**src/design/e2q_pkg.sv**
```systemverilog
// Shared types, formats and constants for the Euler-to-quaternion converter.
package e2q_pkg;

    // Fixed formats of the ports.
    localparam int ANG_W           = 16;
    localparam int OUT_W           = 16;
    localparam int ANGLE_FRAC_BITS = 13;
    localparam int OUT_FRAC_BITS   = 15;

    // CORDIC depth: default and the depth of the arctangent table.
    localparam int TRIG_ITER_DEF = 16;
    localparam int TRIG_ITER_MAX = 32;

    // Half angle in Q.32 radians: 16 input bits shifted up by 31 - ANGLE_FRAC_BITS.
    localparam int H_W   = ANG_W + 31 - ANGLE_FRAC_BITS;
    localparam int Z_W   = 35;          // residual angle, Q.32, covers +-pi/2 plus growth
    localparam int XY_W  = 32;          // sine / cosine, Q.30
    localparam int XY_FRAC = 30;
    localparam int PROD_W  = 64;        // Q.60 products

    localparam longint PI_Q32      = 64'sd13493037705;
    localparam longint PI_HALF_Q32 = PI_Q32 / 2;
    localparam longint H_ABS_MAX   = longint'(1) << (H_W - 1);

    // Largest multiple of pi that the range reduction can remove.
    localparam int N_MAX = int'((H_ABS_MAX + PI_HALF_Q32) / PI_Q32);
    localparam int CNT_W = $clog2(N_MAX + 1);

    localparam int RND_SHIFT = 2 * XY_FRAC - OUT_FRAC_BITS;

    // Pipeline depths outside the CORDIC chain.
    localparam int HSC_FIXED_LAT = 3;   // two reduction stages, one sign fix stage
    localparam int CMB_LAT       = 5;   // product, round, product, sum, saturate

    typedef logic signed [ANG_W-1:0]  t_angle;
    typedef logic signed [OUT_W-1:0]  t_quat;
    typedef logic signed [XY_W-1:0]   t_xy;
    typedef logic signed [Z_W-1:0]    t_z;
    typedef logic signed [PROD_W-1:0] t_prod;

    typedef struct packed {
        t_xy sn;
        t_xy cs;
    } t_sincos;

    localparam t_xy GAIN_Q30 = 32'sd652032874;

    // atan(2^-i) in Q.32, rounded.
    localparam t_z ATAN_Q32 [TRIG_ITER_MAX] = '{
        35'sd3373259426, 35'sd1991351318, 35'sd1052175346, 35'sd534100635,
        35'sd268086748,  35'sd134174063,  35'sd67103403,   35'sd33553749,
        35'sd16777131,   35'sd8388597,    35'sd4194303,    35'sd2097152,
        35'sd1048576,    35'sd524288,     35'sd262144,     35'sd131072,
        35'sd65536,      35'sd32768,      35'sd16384,      35'sd8192,
        35'sd4096,       35'sd2048,       35'sd1024,       35'sd512,
        35'sd256,        35'sd128,        35'sd64,         35'sd32,
        35'sd16,         35'sd8,          35'sd4,          35'sd2
    };

endpackage

```
**src/design/e2q_cordic_cell.sv**
```systemverilog
// One rotation-mode CORDIC micro-rotation, registered.
module e2q_cordic_cell
    import e2q_pkg::*;
#(
    parameter int SHIFT = 0
) (
    input  logic i_clk,
    input  logic i_en,
    input  t_xy  i_x,
    input  t_xy  i_y,
    input  t_z   i_z,
    input  logic i_odd,
    output t_xy  o_x,
    output t_xy  o_y,
    output t_z   o_z,
    output logic o_odd
);

    localparam t_z ATAN = ATAN_Q32[SHIFT];

    t_xy  r_x, n_x;
    t_xy  r_y, n_y;
    t_z   r_z, n_z;
    logic r_odd;
    t_xy  w_dx, w_dy;

    always_comb begin
        w_dx = i_y >>> SHIFT;
        w_dy = i_x >>> SHIFT;
        if (!i_z[Z_W-1]) begin
            n_x = i_x - w_dx;
            n_y = i_y + w_dy;
            n_z = i_z - ATAN;
        end else begin
            n_x = i_x + w_dx;
            n_y = i_y - w_dy;
            n_z = i_z + ATAN;
        end
    end

    always_ff @(posedge i_clk) begin
        if (i_en) begin
            r_x   <= n_x;
            r_y   <= n_y;
            r_z   <= n_z;
            r_odd <= i_odd;
        end
    end

    assign o_x   = r_x;
    assign o_y   = r_y;
    assign o_z   = r_z;
    assign o_odd = r_odd;

endmodule

```
**src/design/e2q_half_sincos.sv**
```systemverilog
// Sine and cosine of half an input angle: range reduction, CORDIC chain, sign fix.
module e2q_half_sincos
    import e2q_pkg::*;
#(
    parameter int TRIG_ITERATIONS = TRIG_ITER_DEF
) (
    input  logic    i_clk,
    input  logic    i_en,
    input  t_angle  i_angle,
    output t_sincos o_sc
);

    logic signed [H_W-1:0] w_h;
    logic [H_W-1:0]        w_habs;
    logic [CNT_W-1:0]      w_cnt;

    logic [H_W-1:0]   r_habs;
    logic             r_neg;
    logic [CNT_W-1:0] r_cnt;

    t_z   w_red;
    t_z   r_z0;
    logic r_odd0;

    t_xy  w_x   [TRIG_ITERATIONS+1];
    t_xy  w_y   [TRIG_ITERATIONS+1];
    t_z   w_z   [TRIG_ITERATIONS];
    logic w_odd [TRIG_ITERATIONS+1];

    t_sincos r_sc;

    // Stage 1: half angle, magnitude, nearest multiple of pi (halves away from zero).
    assign w_h    = {i_angle, {(31 - ANGLE_FRAC_BITS){1'b0}}};
    assign w_habs = w_h[H_W-1] ? H_W'(-w_h) : H_W'(w_h);

    always_comb begin
        w_cnt = '0;
        for (int k = 1; k <= N_MAX; k++) begin
            if (longint'(w_habs) >= longint'(k) * PI_Q32 - PI_HALF_Q32) begin
                w_cnt = w_cnt + CNT_W'(1);
            end
        end
    end

    always_ff @(posedge i_clk) begin
        if (i_en) begin
            r_habs <= w_habs;
            r_neg  <= w_h[H_W-1];
            r_cnt  <= w_cnt;
        end
    end

    // Stage 2: residual angle within +-pi/2, sign restored.
    assign w_red = Z_W'(longint'(r_habs) - longint'(r_cnt) * PI_Q32);

    always_ff @(posedge i_clk) begin
        if (i_en) begin
            r_z0   <= r_neg ? -w_red : w_red;
            r_odd0 <= r_cnt[0];
        end
    end

    assign w_x[0]   = GAIN_Q30;
    assign w_y[0]   = '0;
    assign w_z[0]   = r_z0;
    assign w_odd[0] = r_odd0;

    for (genvar k = 0; k < TRIG_ITERATIONS; k++) begin : g_cell
        if (k < TRIG_ITERATIONS - 1) begin : g_mid
            e2q_cordic_cell #(.SHIFT(k)) u_cell (
                .i_clk (i_clk),
                .i_en  (i_en),
                .i_x   (w_x[k]),
                .i_y   (w_y[k]),
                .i_z   (w_z[k]),
                .i_odd (w_odd[k]),
                .o_x   (w_x[k+1]),
                .o_y   (w_y[k+1]),
                .o_z   (w_z[k+1]),
                .o_odd (w_odd[k+1])
            );
        end else begin : g_last
            e2q_cordic_cell #(.SHIFT(k)) u_cell (
                .i_clk (i_clk),
                .i_en  (i_en),
                .i_x   (w_x[k]),
                .i_y   (w_y[k]),
                .i_z   (w_z[k]),
                .i_odd (w_odd[k]),
                .o_x   (w_x[k+1]),
                .o_y   (w_y[k+1]),
                .o_z   (),
                .o_odd (w_odd[k+1])
            );
        end
    end

    // Odd multiple of pi flips both sine and cosine.
    always_ff @(posedge i_clk) begin
        if (i_en) begin
            r_sc.sn <= w_odd[TRIG_ITERATIONS] ? -w_y[TRIG_ITERATIONS] : w_y[TRIG_ITERATIONS];
            r_sc.cs <= w_odd[TRIG_ITERATIONS] ? -w_x[TRIG_ITERATIONS] : w_x[TRIG_ITERATIONS];
        end
    end

    assign o_sc = r_sc;

endmodule

```
**config.mk**
```make
export PLATFORM = sky130hd
export DESIGN_NAME = e2q_half_sincos
export DESIGN_NICKNAME = d
export VERILOG_FILES = /design/src/design/e2q_pkg.sv /design/src/design/e2q_cordic_cell.sv /design/src/design/e2q_half_sincos.sv
export SDC_FILE = /design/constraint.sdc
export NUM_CORES = 2
export LEC_CHECK = 0
export BUFFER_PORTS_ARGS = -buffer_cell sky130_fd_sc_hd__buf_2
export CORE_MARGIN = 1.5
export CORE_UTILIZATION = 60
export CTS_CLUSTER_DIAMETER = 40
export DETAILED_ROUTE_END_ITERATION = 12
export GPL_ROUTABILITY_DRIVEN = 0
export PLACE_DENSITY = 0.76
export SLEW_MARGIN = 20
export SYNTH_ARGS = -nofsm -noshare
export SYNTH_HDL_FRONTEND = slang
export SYNTH_SLANG_ARGS = --single-unit
```
**constraint.sdc**
```tcl
create_clock -name i_clk -period 5.3 [get_ports i_clk]
set_clock_uncertainty 0.15 [all_clocks]
set_input_delay 0.265 -clock i_clk [delete_from_list [all_inputs] [get_ports i_clk]]
set_output_delay 0.265 -clock i_clk [all_outputs]
set_load 0.02 [all_outputs]
```
==> impl_summary.log <==
INFO  metric drt-vias-per-instance = 6.21
INFO  metric synth_top_cell_by_area = sky130_fd_sc_hd__edfxtp_1
INFO  metric tightest_slew = 1030 ps
INFO  metric overflow = 0
INFO  metric post-route-period-util = a little over nine tenths
INFO  metric wire_length_of_the_first_global_routing_pass = just under 500 mm
INFO  metric cts-htree-levels = 4
INFO  metric maxClockFrequency = 196 MHz
INFO  metric via_total_after_detailed_routing = 97700
INFO  metric io-pin-count = approximately 80
INFO  metric most_frequent_cell_after_synthesis = sky130_fd_sc_hd__edfxtp_1
INFO  metric worst_path_max_delay_cell = sky130_fd_sc_hd__or4_4
INFO  metric antenna_found_initial = 2
INFO  metric synth.cell_area = around 0.12 mm²
INFO  metric avgRoutedWirePerCell = around 19 µm
INFO  metric compound_cell_area_share_of_the_yosys_netlist = between 10% and 20%
INFO  metric final_cells = roughly 16000
INFO  metric post_synth_num_cell_types = 87
INFO  metric syn_to_final_growth = 11.0%
INFO  metric critPathRequiredTime = approximately 5800 ps
INFO  metric synth_edf_count = approximately 1500
INFO  metric setup.worst_path.class = register to register
INFO  metric synth.top_cells.by_count = sky130_fd_sc_hd__edfxtp_1, sky130_fd_sc_hd__ha_1, sky130_fd_sc_hd__a21oi_1
INFO  metric hp-class = primary input to register
INFO  metric start_util = a little over 60%
INFO  metric timing.critical_path.max_delay_family = simple AND/OR/NAND/NOR gates
INFO  metric tritoncts = yes
INFO  metric final_setup_viols = 0
INFO  metric crit_path_cell_trace = nor4_2 -> buf_4 -> nand2b_4 -> nor3_2 -> buf_4 -> nand2_1 -> or4_4 -> and2_4 -> xor2_2 -> ha_1 -> and3_1 -> a221o_1 -> or4_4 -> o22ai_4 -> o31ai_2 -> or4_4 -> a31o_1 -> a21oi_2 -> xnor2_1
INFO  metric port-buffer-count = 81
INFO  metric syn-mean-instance-area = just under 10 µm²
INFO  metric critPathMaxStageDelay = approximately 530 ps
INFO  metric mappedNetlistNets = approximately 14000
INFO  metric total_placed_cells_including_tap_cells = roughly 15000
INFO  metric relSlewSlack = approximately 31%
INFO  metric post_synth_main_area_contributors = sky130_fd_sc_hd__edfxtp_1, sky130_fd_sc_hd__ha_1, sky130_fd_sc_hd__xnor2_1, sky130_fd_sc_hd__a21oi_1, sky130_fd_sc_hd__xor2_1
INFO  metric synthCells = ~12000
INFO  metric numClockSinks = approximately 1500
INFO  metric post_synth_and_or_nand_nor_area_fraction = a little over an eighth
INFO  metric clock_path_buffers = 3
INFO  metric drtIter0Drc = around 8400
INFO  metric first_global_vias = 95200
INFO  metric die_width = between 400 and 500 µm
INFO  metric number_of_nets_still_failing_antenna_checks_after_routing = 0
INFO  metric total_routed_length = around 300 mm
INFO  metric worstPathMaxFanout = 4
INFO  metric floorplan.die.height = around 450 µm
INFO  metric rows = between 150 and 200
INFO  metric ys_warn_count = 0
INFO  metric flip_flop_cell_with_the_highest_count_after_synthesis = sky130_fd_sc_hd__edfxtp_1
INFO  metric final.min_clock_period = 5090 ps
INFO  metric cts_made_buffers = 230
INFO  metric yosys.area.top_type_share = between 30% and 40%
INFO  metric ctsRootBufferMaster = sky130_fd_sc_hd__clkbuf_16
INFO  metric yosys.area_share.adder = roughly 15%
INFO  metric critical_path_buf_inv_count = 2
INFO  metric synth-xor-area-share = between 10% and 20%
INFO  metric critPathLaunchType = register
INFO  metric grt_usage = roughly 29%
INFO  metric die_area = 0.205 mm²
INFO  metric firstDrtPassIters = 8
INFO  metric main_combinational_cell_family_by_area_after_synthesis = compound AO/OA/AOI/OAI gates
INFO  metric worst_path_clk_slew = around 60 ps
INFO  metric yosysSeqAreaShare = between 30% and 40%
INFO  metric clk-insertion-delay-late = slightly below 900 ps
INFO  metric run_status = completed
INFO  metric async_flop_share = 0%
INFO  metric max-cap-violations = 0
INFO  metric core = approximately 0.2 mm²
INFO  metric route.detailed.drc = 0
INFO  metric cp_dominant_cell_by_count = sky130_fd_sc_hd__or4_4
INFO  metric hpwl = between 200 and 250 mm
INFO  metric arrival_time_at_the_worst_endpoint = 5540 ps
INFO  metric synth-seq-cells = between 1000 and 1500
INFO  metric report.final.hold_viol_count = 0
INFO  metric worst_setup_path_end_kind = register
INFO  metric synth.area.mux_share = less than 1%
INFO  metric slew_violations = 0
INFO  metric final_nets = 14400
INFO  metric share_of_layout_cells_above_drive_strength_1 = about 6.6%
INFO  metric grt_start_max_net_pins = around 150
placed cells by master (no fill, tap or decap), types with 163 or more instances in the layout:
cell	count
sky130_fd_sc_hd__edfxtp_1	1475
sky130_fd_sc_hd__ha_1	1417
sky130_fd_sc_hd__a21oi_1	1361
sky130_fd_sc_hd__xnor2_1	1177
sky130_fd_sc_hd__nor2_1	1130
sky130_fd_sc_hd__a21o_1	638
sky130_fd_sc_hd__nand2_1	631
sky130_fd_sc_hd__xor2_1	630
sky130_fd_sc_hd__o21ai_0	594
sky130_fd_sc_hd__inv_1	525
sky130_fd_sc_hd__nor3_1	302
sky130_fd_sc_hd__clkbuf_16	231
sky130_fd_sc_hd__nand3_1	207
sky130_fd_sc_hd__buf_4	206
sky130_fd_sc_hd__nand2b_1	179
sky130_fd_sc_hd__o21bai_1	163
worst register-to-register path: stages, from the launching register on:
cell and delay, ps:
sky130_fd_sc_hd__edfxtp_1 400, sky130_fd_sc_hd__nor4_2 290, sky130_fd_sc_hd__buf_4 170, sky130_fd_sc_hd__nand2b_4 60
sky130_fd_sc_hd__nor3_2 100, sky130_fd_sc_hd__buf_4 140, sky130_fd_sc_hd__nand2_1 90, sky130_fd_sc_hd__or4_4 450
sky130_fd_sc_hd__and2_4 180, sky130_fd_sc_hd__xor2_2 150, sky130_fd_sc_hd__ha_1 330, sky130_fd_sc_hd__and3_1 170
sky130_fd_sc_hd__a221o_1 350, sky130_fd_sc_hd__or4_4 450, sky130_fd_sc_hd__o22ai_4 210, sky130_fd_sc_hd__o31ai_2 110
sky130_fd_sc_hd__or4_4 530, sky130_fd_sc_hd__a31o_1 260, sky130_fd_sc_hd__a21oi_2 150, sky130_fd_sc_hd__xnor2_1 70
worst paths after layout:
kind,start,endpoint,slack (ps),cells past startpoint
max,g_cell[3].g_mid.u_cell.o_y[7],g_cell[4].g_mid.u_cell.o_x[30],210,19
min,i_angle[14],r_habs[32],140,3
max reg2reg,g_cell[3].g_mid.u_cell.o_y[7],g_cell[4].g_mid.u_cell.o_x[30],210,19
min reg2reg,g_cell[11].g_mid.u_cell.o_z[18],g_cell[12].g_mid.u_cell.o_z[18],260,0
kinds of logic after synthesis:
| logic type | count (synthesis) |
|---|---|
| AO/OA/AOI/OAI | 3668 |
| XOR/XNOR | 1808 |
| adder cells (fa/ha/maj) | 1463 |
| buffers and inverters | 712 |
| flip-flops | 1475 |
| multiplexers | 86 |
| other | 1 |
| AND/OR/NAND/NOR | 3286 |
through the flow:
step	setup slack, ps	setup TNS, ps	util [%]	cell area, µm²	hold WS (ps)
after global placement	242	0	62.9	126000	253
after CTS	33.0	0	67.1	134000	53.1
after global routing	-13.2	-38.2	67.2	135000	143
final	209	0	67.2	135000	142
after floorplan	505	0	-	121000	214
after detailed placement	155	0	62.9	126000	256
registers in the layout (all words and copies together), names as in the netlist:
name / cells
g_cell.g_last.u_cell.o_odd: 1
g_cell.g_last.u_cell.o_x: 32
g_cell.g_last.u_cell.o_y: 32
g_cell.g_mid.u_cell.o_odd: 12
g_cell.g_mid.u_cell.o_x: 428
g_cell.g_mid.u_cell.o_y: 449
g_cell.g_mid.u_cell.o_z: 419
o_sc: 64
r_cnt: 1
r_habs: 16
r_neg: 1
r_z0: 20
cell type report:
class	count	area [µm²]
Clock buffer	249	5850
Timing Repair Buffer	332	2530
Tap cell	2656	3320
Antenna cell	2	5.00
Multi-Input combinational cell	10300	74500
Fill cell	15200	65600
Clock inverter	185	2180
Inverter	528	1990
Sequential cell	1475	44300
what timing repair did:
| item | CTS | global route |
|---|---|---|
| hold endpoints to repair | 115 | 0 |
| hold buffers | 34 | 0 |
| endpoints found under the setup margin | 0 | 31 |
| gates resized for setup | 0 | 47 |
| setup buffers | 0 | 8 |
per-layer routing:
layer  vias to the layer above  track usage [%]  share of wire [%]
met1                     46400             36.2                 41
li1                      47100                -                  -
met3                       744             4.31                6.6
met4                         0             11.7                4.1
met5                         -                0                  0
met2                      3401             49.1                 48
Power is not shown: default switching activity piles up to over one toggle a cycle in this logic, so the estimate is an artifact.
